--- config.mk ---
export PLATFORM = sky130hd
export DESIGN_NAME = wake_trigger_sequencer
export DESIGN_NICKNAME = d
export VERILOG_FILES = /design/src/design/wts_pkg.sv /design/src/design/wts_cfg_regs.sv /design/src/design/wts_core.sv /design/src/design/wake_trigger_sequencer.sv
export SDC_FILE = /design/constraint.sdc
export NUM_CORES = 1
export LEC_CHECK = 0
export BUFFER_PORTS_ARGS = -buffer_cell sky130_fd_sc_hd__buf_2
export CAP_MARGIN = 20
export CORE_MARGIN = 1.5
export CORE_UTILIZATION = 45
export CTS_BUF_LIST = sky130_fd_sc_hd__clkbuf_4 sky130_fd_sc_hd__clkbuf_8
export DETAILED_ROUTE_END_ITERATION = 8
export SLEW_MARGIN = 20
export SYNTH_ARGS = -nofsm -noshare
export SYNTH_HDL_FRONTEND = slang
export SYNTH_SLANG_ARGS = --single-unit
export TNS_END_PERCENT = 1
--- constraint.sdc ---
create_clock -name i_clk -period 4.7 [get_ports i_clk]
set_clock_uncertainty 0.2 [all_clocks]
set_input_delay 0 -clock i_clk [delete_from_list [all_inputs] [get_ports i_clk]]
set_output_delay 0 -clock i_clk [all_outputs]
set_load 0.005 [all_outputs]
--- src/design/wts_pkg.sv ---
// Shared types, register map and reset constants of the wake trigger sequencer.
package wts_pkg;

    // Field widths
    localparam int MV_W   = 14;
    localparam int MS_W   = 16;
    localparam int MODE_W = 2;
    localparam int ADDR_W = 5;
    localparam int DATA_W = 32;
    localparam int IDX_W  = 3;

    // Default timer width
    localparam int TIMER_WIDTH_DEF = 16;

    // Register indexes (byte address is 4 * index)
    localparam logic [IDX_W-1:0] REG_CHARGE_THRESH = 3'd0;
    localparam logic [IDX_W-1:0] REG_PRESS_LEVEL   = 3'd1;
    localparam logic [IDX_W-1:0] REG_PULSE         = 3'd2;
    localparam logic [IDX_W-1:0] REG_STARTUP_WAIT  = 3'd3;
    localparam logic [IDX_W-1:0] REG_DEBOUNCE      = 3'd4;
    localparam logic [IDX_W-1:0] REG_HOLD          = 3'd5;
    localparam logic [IDX_W-1:0] REG_PERMANENT     = 3'd6;

    // Register reset values
    localparam logic [MV_W-1:0] RST_CHARGE_THRESH = 14'd5000;
    localparam logic [MV_W-1:0] RST_PRESS_LEVEL   = 14'd1000;
    localparam logic [MS_W-1:0] RST_PULSE         = 16'd100;
    localparam logic [MS_W-1:0] RST_STARTUP_WAIT  = 16'd3000;
    localparam logic [MS_W-1:0] RST_DEBOUNCE      = 16'd50;
    localparam logic [MS_W-1:0] RST_HOLD          = 16'd500;
    localparam logic            RST_PERMANENT     = 1'b0;

    // An interval up to this length adds no wait phase
    localparam logic [MS_W-1:0] MIN_WAIT = 16'd1;

    // Sequencer phases
    typedef enum logic [3:0] {
        PH_STARTUP   = 4'd0,
        PH_CHARGE    = 4'd1,
        PH_DISCHARGE = 4'd2,
        PH_PERMANENT = 4'd3,
        PH_IDLE      = 4'd4,
        PH_BTN1      = 4'd5,
        PH_BTN2      = 4'd6,
        PH_PULSE     = 4'd7,
        PH_WAIT_DEB  = 4'd8,
        PH_WAIT_HOLD = 4'd9,
        PH_START     = 4'd10
    } t_phase;

    // Operating modes
    typedef enum logic [MODE_W-1:0] {
        MODE_NONE      = 2'd0,
        MODE_CHARGE    = 2'd1,
        MODE_DISCHARGE = 2'd2,
        MODE_PERMANENT = 2'd3
    } t_mode;

    // Configuration register set
    typedef struct packed {
        logic [MV_W-1:0] charge_thresh_mv;
        logic [MV_W-1:0] press_level_mv;
        logic [MS_W-1:0] pulse_ms;
        logic [MS_W-1:0] startup_wait_ms;
        logic [MS_W-1:0] debounce_ms;
        logic [MS_W-1:0] hold_ms;
        logic            permanent_mode;
    } t_cfg;

    // One result beat
    typedef struct packed {
        logic  pd12v_on;
        logic  pd0v_on;
        logic  pubat_on;
        logic  keepalive_en;
        t_mode mode_now;
    } t_result;

endpackage

--- src/design/wts_cfg_regs.sv ---
// APB configuration register file of the wake trigger sequencer.
module wts_cfg_regs
    import wts_pkg::*;
(
    input  logic              i_clk,
    input  logic              i_rst_n,
    input  logic              psel,
    input  logic              penable,
    input  logic              pwrite,
    input  logic [ADDR_W-1:0] paddr,
    input  logic [DATA_W-1:0] pwdata,
    output logic [DATA_W-1:0] prdata,
    output logic              pready,
    output t_cfg              o_cfg
);

    t_cfg             r_cfg;
    logic             wr_en;
    logic [IDX_W-1:0] idx;

    assign pready = 1'b1;
    assign wr_en  = psel & penable & pwrite & pready;
    assign idx    = paddr[ADDR_W-1:2];

    // Register writes; unknown indexes are dropped
    always_ff @(posedge i_clk) begin
        if (!i_rst_n) begin
            r_cfg.charge_thresh_mv <= RST_CHARGE_THRESH;
            r_cfg.press_level_mv   <= RST_PRESS_LEVEL;
            r_cfg.pulse_ms         <= RST_PULSE;
            r_cfg.startup_wait_ms  <= RST_STARTUP_WAIT;
            r_cfg.debounce_ms      <= RST_DEBOUNCE;
            r_cfg.hold_ms          <= RST_HOLD;
            r_cfg.permanent_mode   <= RST_PERMANENT;
        end else if (wr_en) begin
            case (idx)
                REG_CHARGE_THRESH: r_cfg.charge_thresh_mv <= pwdata[MV_W-1:0];
                REG_PRESS_LEVEL:   r_cfg.press_level_mv   <= pwdata[MV_W-1:0];
                REG_PULSE:         r_cfg.pulse_ms         <= pwdata[MS_W-1:0];
                REG_STARTUP_WAIT:  r_cfg.startup_wait_ms  <= pwdata[MS_W-1:0];
                REG_DEBOUNCE:      r_cfg.debounce_ms      <= pwdata[MS_W-1:0];
                REG_HOLD:          r_cfg.hold_ms          <= pwdata[MS_W-1:0];
                REG_PERMANENT:     r_cfg.permanent_mode   <= pwdata[0];
                default: ;
            endcase
        end
    end

    // Read mux
    always_comb begin
        case (idx)
            REG_CHARGE_THRESH: prdata = DATA_W'(r_cfg.charge_thresh_mv);
            REG_PRESS_LEVEL:   prdata = DATA_W'(r_cfg.press_level_mv);
            REG_PULSE:         prdata = DATA_W'(r_cfg.pulse_ms);
            REG_STARTUP_WAIT:  prdata = DATA_W'(r_cfg.startup_wait_ms);
            REG_DEBOUNCE:      prdata = DATA_W'(r_cfg.debounce_ms);
            REG_HOLD:          prdata = DATA_W'(r_cfg.hold_ms);
            REG_PERMANENT:     prdata = DATA_W'(r_cfg.permanent_mode);
            default:           prdata = '0;
        endcase
    end

    assign o_cfg = r_cfg;

endmodule

--- src/design/wts_core.sv ---
// Phase sequencer: timers, mode and wake line state, one tick per step.
module wts_core
    import wts_pkg::*;
#(
    parameter int TIMER_WIDTH = TIMER_WIDTH_DEF
) (
    input  logic            i_clk,
    input  logic            i_rst_n,
    input  logic            i_step,
    input  logic [MV_W-1:0] i_mv,
    input  logic            i_can,
    input  t_cfg            i_cfg,
    output t_result         o_next
);

    localparam int CMP_W = (TIMER_WIDTH > MS_W) ? TIMER_WIDTH : MS_W;
    localparam logic [TIMER_WIDTH-1:0] TMAX = '1;

    t_phase                 r_phase, n_phase;
    t_phase                 r_resume, n_resume;
    logic [TIMER_WIDTH-1:0] r_tick, n_tick;
    t_mode                  r_mode, n_mode;
    logic                   r_pd12v, n_pd12v;
    logic                   r_pd0v, n_pd0v;
    logic                   r_pubat, n_pubat;
    logic                   r_keep, n_keep;

    logic                   pressed, released;
    logic [TIMER_WIDTH-1:0] tick_inc;
    logic                   tick_sat, inc_sat;
    logic                   start_expired;
    logic                   pulse_done, deb_done, hold_done;
    logic                   deb_short, hold_short;
    logic                   fire;
    t_phase                 idle_next;

    // Button sense and timer compares
    assign pressed   = i_mv < i_cfg.press_level_mv;
    assign released  = i_mv > i_cfg.press_level_mv;
    assign tick_sat  = (r_tick == TMAX);
    assign tick_inc  = tick_sat ? r_tick : r_tick + 1'b1;
    assign inc_sat   = (tick_inc == TMAX);

    assign start_expired = (CMP_W'(r_tick) >= CMP_W'(i_cfg.startup_wait_ms)) || tick_sat;
    assign pulse_done    = (CMP_W'(tick_inc) >= CMP_W'(i_cfg.pulse_ms)) || inc_sat;
    // A zero interval written mid-wait only ends on saturation
    assign deb_done  = inc_sat || ((i_cfg.debounce_ms != '0) &&
                       (CMP_W'(tick_inc) >= CMP_W'(i_cfg.debounce_ms - 1'b1)));
    assign hold_done = inc_sat || ((i_cfg.hold_ms != '0) &&
                       (CMP_W'(tick_inc) >= CMP_W'(i_cfg.hold_ms - 1'b1)));
    assign deb_short  = i_cfg.debounce_ms <= MIN_WAIT;
    assign hold_short = i_cfg.hold_ms <= MIN_WAIT;
    assign idle_next  = pressed ? PH_BTN1 : PH_IDLE;

    // Ticks that fire a wake pulse
    assign fire = ((r_phase == PH_START) && i_cfg.permanent_mode) ||
                  (r_phase == PH_CHARGE) || (r_phase == PH_PERMANENT) ||
                  ((r_phase == PH_BTN2) && !pressed && (r_mode == MODE_CHARGE));

    // Next phase, resume phase and timer
    always_comb begin
        n_phase  = r_phase;
        n_resume = r_resume;
        n_tick   = r_tick;
        case (r_phase)
            PH_START: begin
                if (i_cfg.permanent_mode) begin
                    n_phase = PH_PULSE;
                    n_tick  = '0;
                end else if (i_cfg.startup_wait_ms == '0) begin
                    n_phase = PH_CHARGE;
                    n_tick  = '0;
                end else if (i_can) begin
                    n_phase = PH_DISCHARGE;
                    n_tick  = '0;
                end else begin
                    n_phase = PH_STARTUP;
                    n_tick  = TIMER_WIDTH'(1);
                end
            end
            PH_STARTUP: begin
                if (start_expired) begin
                    n_phase = PH_CHARGE;
                    n_tick  = '0;
                end else if (i_can) begin
                    n_phase = PH_DISCHARGE;
                    n_tick  = '0;
                end else begin
                    n_tick  = r_tick + 1'b1;
                end
            end
            PH_CHARGE, PH_PERMANENT: begin
                n_phase = PH_PULSE;
                n_tick  = '0;
            end
            PH_DISCHARGE: begin
                if (released) begin
                    n_phase = PH_IDLE;
                    n_tick  = '0;
                end
            end
            PH_IDLE: begin
                n_tick = '0;
                if (deb_short) begin
                    n_phase  = idle_next;
                end else begin
                    n_resume = idle_next;
                    n_phase  = PH_WAIT_DEB;
                end
            end
            PH_BTN1: begin
                n_tick = '0;
                if (hold_short) begin
                    n_phase  = pressed ? PH_BTN2 : PH_IDLE;
                end else begin
                    n_resume = pressed ? PH_BTN2 : PH_IDLE;
                    n_phase  = PH_WAIT_HOLD;
                end
            end
            PH_BTN2: begin
                n_tick = '0;
                if (pressed) begin
                    if (hold_short) begin
                        n_phase  = PH_STARTUP;
                    end else begin
                        n_resume = PH_STARTUP;
                        n_phase  = PH_WAIT_HOLD;
                    end
                end else if (fire) begin
                    n_phase = PH_PULSE;
                end else begin
                    n_phase = PH_IDLE;
                end
            end
            PH_PULSE: begin
                if (pulse_done) begin
                    n_phase = r_resume;
                    n_tick  = '0;
                end else begin
                    n_tick  = tick_inc;
                end
            end
            PH_WAIT_DEB: begin
                if (deb_done) begin
                    n_phase = r_resume;
                    n_tick  = '0;
                end else begin
                    n_tick  = tick_inc;
                end
            end
            PH_WAIT_HOLD: begin
                if (hold_done) begin
                    n_phase = r_resume;
                    n_tick  = '0;
                end else begin
                    n_tick  = tick_inc;
                end
            end
            default: begin
                n_phase = PH_IDLE;
                n_tick  = '0;
            end
        endcase
        // Every pulse returns to idle
        if (fire) begin
            n_resume = PH_IDLE;
        end
    end

    // Next mode, keepalive and line levels
    always_comb begin
        n_mode  = r_mode;
        n_keep  = r_keep;
        n_pd12v = r_pd12v;
        n_pd0v  = r_pd0v;
        n_pubat = r_pubat;
        case (r_phase)
            PH_START: begin
                if (i_cfg.permanent_mode) begin
                    n_mode = MODE_PERMANENT;
                    n_keep = 1'b1;
                end
            end
            PH_CHARGE:    n_mode = MODE_CHARGE;
            PH_DISCHARGE: begin
                n_mode = MODE_DISCHARGE;
                n_keep = 1'b1;
            end
            PH_PERMANENT: begin
                n_mode = MODE_PERMANENT;
                n_keep = 1'b1;
            end
            PH_BTN1: begin
                if (pressed) begin
                    n_pd12v = 1'b0;
                    n_pd0v  = 1'b0;
                    n_pubat = 1'b0;
                    n_keep  = 1'b0;
                    n_mode  = (r_mode != MODE_NONE) ? MODE_NONE : MODE_CHARGE;
                end
            end
            PH_PULSE: begin
                if (pulse_done) begin
                    n_pd0v = 1'b0;
                end
            end
            default: ;
        endcase
        // Wake pulse: deep pulse also holds PU_BAT
        if (fire) begin
            n_pd12v = 1'b1;
            n_pd0v  = 1'b1;
            if (!(i_mv > i_cfg.charge_thresh_mv)) begin
                n_pubat = 1'b1;
            end
        end
    end

    // State registers
    always_ff @(posedge i_clk) begin
        if (!i_rst_n) begin
            r_phase  <= PH_START;
            r_resume <= PH_IDLE;
            r_tick   <= '0;
            r_mode   <= MODE_NONE;
            r_pd12v  <= 1'b0;
            r_pd0v   <= 1'b0;
            r_pubat  <= 1'b0;
            r_keep   <= 1'b0;
        end else if (i_step) begin
            r_phase  <= n_phase;
            r_resume <= n_resume;
            r_tick   <= n_tick;
            r_mode   <= n_mode;
            r_pd12v  <= n_pd12v;
            r_pd0v   <= n_pd0v;
            r_pubat  <= n_pubat;
            r_keep   <= n_keep;
        end
    end

    assign o_next.pd12v_on     = n_pd12v;
    assign o_next.pd0v_on      = n_pd0v;
    assign o_next.pubat_on     = n_pubat;
    assign o_next.keepalive_en = n_keep;
    assign o_next.mode_now     = n_mode;

`ifndef NO_ASSERTIONS
    // PD0V is high exactly while a pulse runs
    a_pd0v_pulse: assert property (@(posedge i_clk) disable iff (!i_rst_n)
        r_pd0v == (r_phase == PH_PULSE))
        else $error("PD0V level out of step with pulse phase");

    // PD0V never drives without PD12V
    a_pd0v_pd12v: assert property (@(posedge i_clk) disable iff (!i_rst_n)
        r_pd0v |-> r_pd12v)
        else $error("PD0V driven without PD12V");

    // Discharge and permanent modes keep the keepalive running
    a_mode_keep: assert property (@(posedge i_clk) disable iff (!i_rst_n)
        (r_mode == MODE_PERMANENT || r_mode == MODE_DISCHARGE) |-> r_keep)
        else $error("keepalive off in a keepalive mode");
`endif

endmodule

--- src/design/wake_trigger_sequencer.sv ---
// Top level of the wake trigger sequencer: handshake registers, config and core.
//
// One input beat is one 1 ms tick carrying the wake-detect voltage and the CAN
// flag; each beat yields one result beat with the wake line levels, the
// keepalive enable and the mode after that tick. The block takes one beat per
// clock cycle while results are taken; a result beat is valid once its tick has
// passed the input register and the result register: the tick sits in the input
// register while the single-pass phase update computes the levels, which load
// into the result register once it is free. A held result stalls input only once
// both registers are full. Registers are written over the APB port (pready always
// high) at byte address 4 * index; there is no clearing pass.
module wake_trigger_sequencer
    import wts_pkg::*;
#(
    parameter int TIMER_WIDTH = TIMER_WIDTH_DEF
) (
    input  logic              i_clk,
    input  logic              i_rst_n,
    input  logic              i_in_valid,
    output logic              o_in_ready,
    input  logic [MV_W-1:0]   i_wake_mv,
    input  logic              i_can_seen,
    output logic              o_out_valid,
    input  logic              i_out_ready,
    output logic              o_pd12v_on,
    output logic              o_pd0v_on,
    output logic              o_pubat_on,
    output logic              o_keepalive_en,
    output logic [MODE_W-1:0] o_mode_now,
    input  logic              psel,
    input  logic              penable,
    input  logic              pwrite,
    input  logic [ADDR_W-1:0] paddr,
    input  logic [DATA_W-1:0] pwdata,
    output logic [DATA_W-1:0] prdata,
    output logic              pready
);

    t_cfg            cfg;
    t_result         core_next;
    logic            r_in_valid;
    logic [MV_W-1:0] r_in_mv;
    logic            r_in_can;
    logic            r_out_valid;
    t_result         r_out;
    logic            step;
    logic            in_take;

    wts_cfg_regs u_cfg (
        .i_clk   (i_clk),
        .i_rst_n (i_rst_n),
        .psel    (psel),
        .penable (penable),
        .pwrite  (pwrite),
        .paddr   (paddr),
        .pwdata  (pwdata),
        .prdata  (prdata),
        .pready  (pready),
        .o_cfg   (cfg)
    );

    wts_core #(
        .TIMER_WIDTH (TIMER_WIDTH)
    ) u_core (
        .i_clk   (i_clk),
        .i_rst_n (i_rst_n),
        .i_step  (step),
        .i_mv    (r_in_mv),
        .i_can   (r_in_can),
        .i_cfg   (cfg),
        .o_next  (core_next)
    );

    // Handshake: a beat moves on when the result register frees up
    assign step       = r_in_valid & (~r_out_valid | i_out_ready);
    assign o_in_ready = ~r_in_valid | step;
    assign in_take    = i_in_valid & o_in_ready;

    // Input register
    always_ff @(posedge i_clk) begin
        if (!i_rst_n) begin
            r_in_valid <= 1'b0;
        end else begin
            r_in_valid <= in_take | (r_in_valid & ~step);
        end
    end

    always_ff @(posedge i_clk) begin
        if (in_take) begin
            r_in_mv  <= i_wake_mv;
            r_in_can <= i_can_seen;
        end
    end

    // Result register
    always_ff @(posedge i_clk) begin
        if (!i_rst_n) begin
            r_out_valid <= 1'b0;
        end else begin
            r_out_valid <= step | (r_out_valid & ~i_out_ready);
        end
    end

    always_ff @(posedge i_clk) begin
        if (step) begin
            r_out <= core_next;
        end
    end

    assign o_out_valid    = r_out_valid;
    assign o_pd12v_on     = r_out.pd12v_on;
    assign o_pd0v_on      = r_out.pd0v_on;
    assign o_pubat_on     = r_out.pubat_on;
    assign o_keepalive_en = r_out.keepalive_en;
    assign o_mode_now     = r_out.mode_now;

`ifndef NO_ASSERTIONS
    // A processed tick always shows up as a result beat
    a_step_out: assert property (@(posedge i_clk) disable iff (!i_rst_n)
        step |=> r_out_valid)
        else $error("processed tick produced no result beat");

    // An accepted beat lands in the input register
    a_take_in: assert property (@(posedge i_clk) disable iff (!i_rst_n)
        in_take |=> r_in_valid)
        else $error("accepted beat lost");

    // A waiting beat holds its payload until it is processed
    a_hold_in: assert property (@(posedge i_clk) disable iff (!i_rst_n)
        (r_in_valid && !step) |=> (r_in_valid && $stable(r_in_mv) && $stable(r_in_can)))
        else $error("waiting beat changed before processing");
`endif

endmodule

-- After elaboration in Yosys (flattened, before gate mapping)
Cells that the tools add are included.
- bits in registers: 146
- bits in latches: 0
- memory bits (writable): 0
- bits in read-only memories: 0
- input bits: 59
- output and inout port bits: 41
- word-level logic and storage cells: 163
- memories kept: 0
- add/subtract/negate cells: 3
- $mul: 0
- divide/modulo/power cells: 0
- $lt $le $gt $ge: 9
- eq/ne operators: 28
- shifts and indexed selects: 0
- mux-type cells: 53
- bitwise logic cells: 14
- reduce and logical (&&, ||, !) cells: 32
- operators with widths (kind ; number):
    $mux 16 ; 9
    $pmux 16 s7 ; 1
    $pmux 16 s6 ; 1
    $mux 4 ; 17
    $ge 16x16->1 ; 4
    $pmux 4 s10 ; 1
    $eq 16x16->1 const B ; 2
    $le 16x1->1 const B ; 2
    $reduce_bool 16->1 ; 2
    $sub 16x1->16 const B ; 2
    $gt 14x14->1 ; 2
    $add 16x1->16 const B ; 1
    $eq 4x3->1 const B ; 4
    $logic_not 16->1 ; 1
    $reduce_and 2->1 ; 8
    $mux 1 ; 15
    $lt 14x14->1 ; 1
    $eq 4x4->1 const B ; 3
    $pmux 4 s3 ; 1
    $reduce_and 6->1 ; 2
    $mux 2 ; 5
    $pmux 2 s5 ; 1
    $eq 3x3->1 const B ; 3
    $ne 3x3->1 const B ; 3
    other kinds (21) ; 48

-- Longest topological paths before layout
- word-level depth: 8
- mapped depth: 17
- mapped depth without buffers: 16

-- Modules after synthesis
From an unflattened synthesis, not the netlist that was laid out.
- cells, all modules: 1204
- area, all modules: 10217.3 µm²
- by module, submodules not included (module ; times used ; cells each ; area an instance (µm²) ; seq. area each (µm²)):
    wts_core ; 1 ; 692 ; 5039.8 ; 580.6
    wts_cfg_regs ; 1 ; 482 ; 4443.0 ; 1861.8
    wake_trigger_sequencer ; 1 ; 30 ; 734.5 ; 670.6

-- Least setup slack after synthesis
OpenSTA, ideal clock, no wires.
- path type: reg-to-reg
- from: register u_cfg.r_cfg (netlist bit u_cfg.o_cfg[3])
- to: register u_core.r_phase[1]
- library setup time: 0.123 ns
- arrival: 3.969 ns
- data required time: 4.377 ns
- slack: 0.408 ns
- cell stages (with the launch flop): 17
- path buffers: 1
- clock period less this slack: 4.292 ns
- cells stage by stage: dfxtp_1 or4_4 or3_4 nor3_1 nand3_1 nor4_1 xnor2_1 ha_1 a211oi_1 nor2_1 or3_1 a211o_1 a221oi_2 o21ai_2 buf_6 nand3_2 mux2_1
- cells in the longest elaborated chain, start to end: 6
- elaborated cells between the ends (all ways): 10
- those cells by class: 1 x add/sub; 2 x order compare; 1 x eq/ne; 2 x mux; 4 x reduce/logical
- RTL lines (element ; RTL line ; text):
    from (decl) ; wts_cfg_regs.sv:17 ; t_cfg r_cfg;
    $sub 16x1->16 ; wts_core.sv:50 ; (CMP_W'(tick_inc) >= CMP_W'(i_cfg.hold_ms - 1'b1)));
    $ge 16x16->1 ; wts_core.sv:50 ;
    $logic_and 1x1->1 ; wts_core.sv:49 ; assign hold_done = inc_sat || ((i_cfg.hold_ms != '0) &&
    $logic_or 1x1->1 ; wts_core.sv:49 ;
    $ne 2x1->1 (no source line) ; - ;
    $reduce_and 6->1 (no source line) ; - ;
    to (signal assigned) ; wts_core.sv:231 ; r_phase <= n_phase;
    to (decl) ; wts_core.sv:19 ; t_phase r_phase, n_phase;
Parallel ways exist; a longest one is shown, timed or not.
A chain may end at the register's enable or synchronous reset.

-- Worst setup path in the final report
Ends and elaborated chain as after synthesis.

==> results.txt <==
----------------------------------------------------
[Detailed routing]
  Vias per cell ... 5.77
  Remaining number of nets flagged by the antenna check after routing ... 0
  Routed length per placed instance ... 19.4 um
  Via count ... 9485
  Routed wire length ... 31.9 mm
  Detailed-route DRC error count ... 0
  Initial drt markers ... 735
  Length of the first detailed-routing pass in iterations ... 5

[Synth]
  Top cell type's share of synthesized area ... 25.3%
  Cells taking the most area after synthesis ... sky130_fd_sc_hd__dfxtp_1, sky130_fd_sc_hd__ha_1, sky130_fd_sc_hd__nand2_1
  FF+latch count, synth ... 145
  Synth async-reset ratio ... 0%
  Count of cell types in the netlist ... 85
  Synth area leader ... sky130_fd_sc_hd__dfxtp_1
  Post-Synthesis Cells ... 1234
  Netlist area before placement ... 0.00980 mm^2
  Number of enable flip-flop cells after synthesis ... 21
  Post-synthesis average cell area ... 7.95 um^2
  Synth Flop Type ... sky130_fd_sc_hd__dfxtp_1
  Synth Warn # ... 0
  Share of synthesized area occupied by flip-flops and latches ... 31.8%

[Timing]
  Maximum achievable frequency ... 222 MHz
  Hold violation total from the final report ... 0
  Setup repair after global routing missed its margin ... false
  Final-layout setup total negative slack ... 0 ns
  Final setup violation count ... 0
  Min cycle time layout ... 4.50 ns
  Share of the clock period used by the worst path after layout ... 95.8%
  Headroom to the max-slew limit ... 46.0%
  Least-Margin Pin Slew ... 0.811 ns
  Max-slew violation count ... 0

[Floorplanning]
  X dimension of the die ... 151 um
  Y dimension of the die ... 151 um
  Count of boundary I/O pins ... 100
  Number of rows in the core area ... 53
  Effective utilization at floorplan ... 46.2%
  Area of the die ... 0.0227 mm^2
  Core Region ... 0.0212 mm^2

[Cells and area]
  Area of all placed cells without fillers ... 0.0115 mm^2
  Final layout net count ... 1511
  Share of post-route cells with drive strength above 1 ... 14.7%
  Ant. Diodes ... 0
  Area growth from synthesis to final layout ... 17.3%

[Min path]
  Origin of the worst min-delay path ... i_wake_mv[8]
  Hold-critical path depth ... 2
  Endpoint of the worst hold-timing path ... r_in_mv[8]
  Type of the most critical hold path ... primary input to register

[Global route]
  Vias in the first global route ... 8964
  Global router's overall resource usage ... 28.8%
  Maximum number of pins on one net before global-route repair ... 41
  Grt ovf ... 0
  Antenna violations before repair ... 1
  Wire length of the first global-routing pass ... 49.5 mm

[Power]
  Power per cell area ... 242 mW/mm^2
  Worst VDD drop ... 0.000200 V
  Leak pwr ... 4.81 nW

[Clocking]
  CTS tree ... done
  Worst-Skew Late Latency ... 0.47 ns
  Maximum count of clock buffers along a single path ... 2
  CTS Sinks ... 145
  Clock root buffer ... sky130_fd_sc_hd__clkbuf_8
  H-tree Lvls ... 4
  Number of buffers created by CTS ... 17
  Register clock-pin slew on the reported worst setup and hold paths ... 0.12 ns

[Setup path]
  Setup slack of the worst register-to-register path ... 0.20 ns
  Peak fanout along the critical path ... 5
  Worst setup SP type ... register
  Launch instance of the worst register-to-register path ... u_cfg.o_cfg[3]
  Required time at the endpoint of the critical path ... 4.85 ns
  Endpoint of the lowest-slack register-to-register path ... u_core.r_phase[1]
  Data arrival at the endpoint of the critical path ... 4.65 ns
  Worst setup EP type ... register
  Startpoint-to-endpoint class of the critical path ... register to register
  Number of cells on the worst reg-to-reg path ... 16

[Status]
  Outcome ... completed

[Flow run]
  Max-capacitance violation count ... 0

[Placement]
  Final weighted congestion in routability-driven placement ... 0.952
  Count of input and output buffers ... 64
  Half-perimeter wire length of the detailed placement result ... 24.5 mm
  Placed inst area ... 0.0106 mm^2

----------------------------------------------------
worst max-delay path, cell delays in order, from the launching register on:
cell,delay (ns)
sky130_fd_sc_hd__dfxtp_1,0.32
sky130_fd_sc_hd__or4_4,0.54
sky130_fd_sc_hd__or3_4,0.39
sky130_fd_sc_hd__nor3_4,0.15
sky130_fd_sc_hd__nand3_2,0.14
sky130_fd_sc_hd__nor4_4,0.24
sky130_fd_sc_hd__xnor2_1,0.15
sky130_fd_sc_hd__ha_1,0.28
sky130_fd_sc_hd__a211oi_2,0.22
sky130_fd_sc_hd__nor2_1,0.06
sky130_fd_sc_hd__or3_1,0.34
sky130_fd_sc_hd__a211o_1,0.28
sky130_fd_sc_hd__a221oi_4,0.29
sky130_fd_sc_hd__o21ai_4,0.16
sky130_fd_sc_hd__buf_12,0.17
sky130_fd_sc_hd__nand3_2,0.13
sky130_fd_sc_hd__mux2_1,0.33
cell families after synthesis:
logic type	synth area share, %
and+or+nand+nor	22.0
xor gates and xnor gates	3.39
DFF	31.8
adders and majority gates	12.4
AOI/OAI and AO/OA	19.6
buffers and inverters	6.85
muxes	3.97
other	0.0766
cell type report:
cell class,count,area [um^2]
repair buffers,159,1140
inverters,87,327
well taps,275,344
multi-input cells,945,6160
fillers,2064,9720
clock buffers,17,234
clock inverters,15,188
flip-flops and latches,145,3110
how the worst max path moves through the flow:
| stage | to | slack, ns | cells past startpoint | from |
|---|---|---|---|---|
| after floorplan | u_core.r_phase[1] | 0.41 | 16 | u_cfg.o_cfg[3] |
| final | u_core.r_phase[1] | 0.20 | 16 | u_cfg.o_cfg[3] |
| after global placement | u_core.r_tick[15] | 0.12 | 16 | u_cfg.o_cfg[3] |
| after detailed placement | u_core.r_tick[4] | 0.01 | 17 | u_cfg.o_cfg[3] |
| after CTS | u_core.r_tick[4] | 0.004 | 17 | u_cfg.o_cfg[3] |
| after global routing | u_core.r_tick[9] | 0.007 | 17 | u_cfg.o_cfg[3] |
cells in the mapped netlist (8+ instances only):
master,number
sky130_fd_sc_hd__nor3_1,25
sky130_fd_sc_hd__nor2_1,71
sky130_fd_sc_hd__edfxtp_1,21
sky130_fd_sc_hd__a31oi_1,8
sky130_fd_sc_hd__xor2_1,9
sky130_fd_sc_hd__a21o_1,8
sky130_fd_sc_hd__nand4_1,19
sky130_fd_sc_hd__mux2i_1,22
sky130_fd_sc_hd__o211ai_1,24
sky130_fd_sc_hd__nand3_1,29
sky130_fd_sc_hd__ha_1,97
sky130_fd_sc_hd__or3_1,10
sky130_fd_sc_hd__nor4_1,13
sky130_fd_sc_hd__a211oi_1,15
sky130_fd_sc_hd__nand2b_1,15
sky130_fd_sc_hd__clkbuf_1,47
sky130_fd_sc_hd__a22oi_1,12
sky130_fd_sc_hd__inv_1,84
sky130_fd_sc_hd__dfxtp_1,124
sky130_fd_sc_hd__nand2_1,234
sky130_fd_sc_hd__a21oi_1,123
sky130_fd_sc_hd__buf_4,17
sky130_fd_sc_hd__nor2b_1,14
sky130_fd_sc_hd__o22ai_1,11
sky130_fd_sc_hd__xnor2_1,29
sky130_fd_sc_hd__o21ai_0,34
state kept, by name, indices dropped and copies added, names as in the netlist, 2 cells and up:
| register | cells |
|---|---|
| o_mode_now | 2 |
| r_in_mv | 14 |
| u_cfg.o_cfg | 93 |
| u_core.r_tick | 16 |
| u_core.r_phase | 4 |
| u_core.r_mode | 2 |
| u_core.r_resume | 3 |
cell usage in the layout, fill, tap and decap left out, types with 9 or more instances in the layout:
master                          count
sky130_fd_sc_hd__o22ai_1           11
sky130_fd_sc_hd__conb_1            17
sky130_fd_sc_hd__nand2_1          234
sky130_fd_sc_hd__clkbuf_8          17
sky130_fd_sc_hd__nand4_1           19
sky130_fd_sc_hd__mux2i_1           22
sky130_fd_sc_hd__nand2b_1          15
sky130_fd_sc_hd__inv_1             84
sky130_fd_sc_hd__dlygate4sd3_1     37
sky130_fd_sc_hd__edfxtp_1          21
sky130_fd_sc_hd__xnor2_1           29
sky130_fd_sc_hd__a211oi_1          13
sky130_fd_sc_hd__a22oi_1           12
sky130_fd_sc_hd__a21oi_1          123
sky130_fd_sc_hd__nor3_1            22
sky130_fd_sc_hd__o211ai_1          24
sky130_fd_sc_hd__buf_2             64
sky130_fd_sc_hd__dfxtp_1          124
sky130_fd_sc_hd__nand3_1           28
sky130_fd_sc_hd__nor2_1            70
sky130_fd_sc_hd__o21ai_0           34
sky130_fd_sc_hd__buf_4             56
sky130_fd_sc_hd__ha_1              97
sky130_fd_sc_hd__or3_1             10
sky130_fd_sc_hd__nor2b_1           14
sky130_fd_sc_hd__nor4_1            12
sky130_fd_sc_hd__xor2_1             9
report_power, final:
group,internal [mW],switching [mW],total (mW),leakage (nW)
Combinational,0.165,0.259,0.424,3.40
Sequential,1.29,0.0376,1.32,1.21
Clock,0.409,0.630,1.04,0.205
routing by layer:
| metal | track usage [%] | vias to the layer above | routed length (um) | share of wire, % |
|---|---|---|---|---|
| met5 | 0 | - | 10 | 0.031 |
| met4 | 8.50 | 2 | 832 | 2.6 |
| met3 | 5.09 | 45 | 2380 | 7.5 |
| met2 | 46.8 | 379 | 14800 | 46 |
| met1 | 39.0 | 4472 | 13800 | 43 |
| li1 | - | 4587 | - | - |
repair_timing:
item                                    CTS  global route
hold endpoints to repair                117             0
hold buffers                             37             0
endpoints found under the setup margin    0            20
buffers inserted                          0             4
resized for setup                         0            12
per-stage QoR:
step / std cells / worst slack, ns / power, mW / util [%] / hold WS (ns)
5_1_grt: 1643 / 0.00668 / 2.89 / 54.2 / 0.00923
3_3_place_gp: 1570 / 0.119 / 1.72 / 49.9 / -0.0238
4_1_cts: 1639 / 0.00397 / 2.77 / 53.7 / 0.0104
2_1_floorplan: 1249 / 0.408 / 1.60 / - / -0.101
6_report: 1643 / 0.197 / 2.79 / 54.2 / 0.0265
3_5_place_dp: 1570 / 0.0113 / 1.73 / 49.9 / -0.0219
Note: power is estimated with default switching activity, not from simulation.
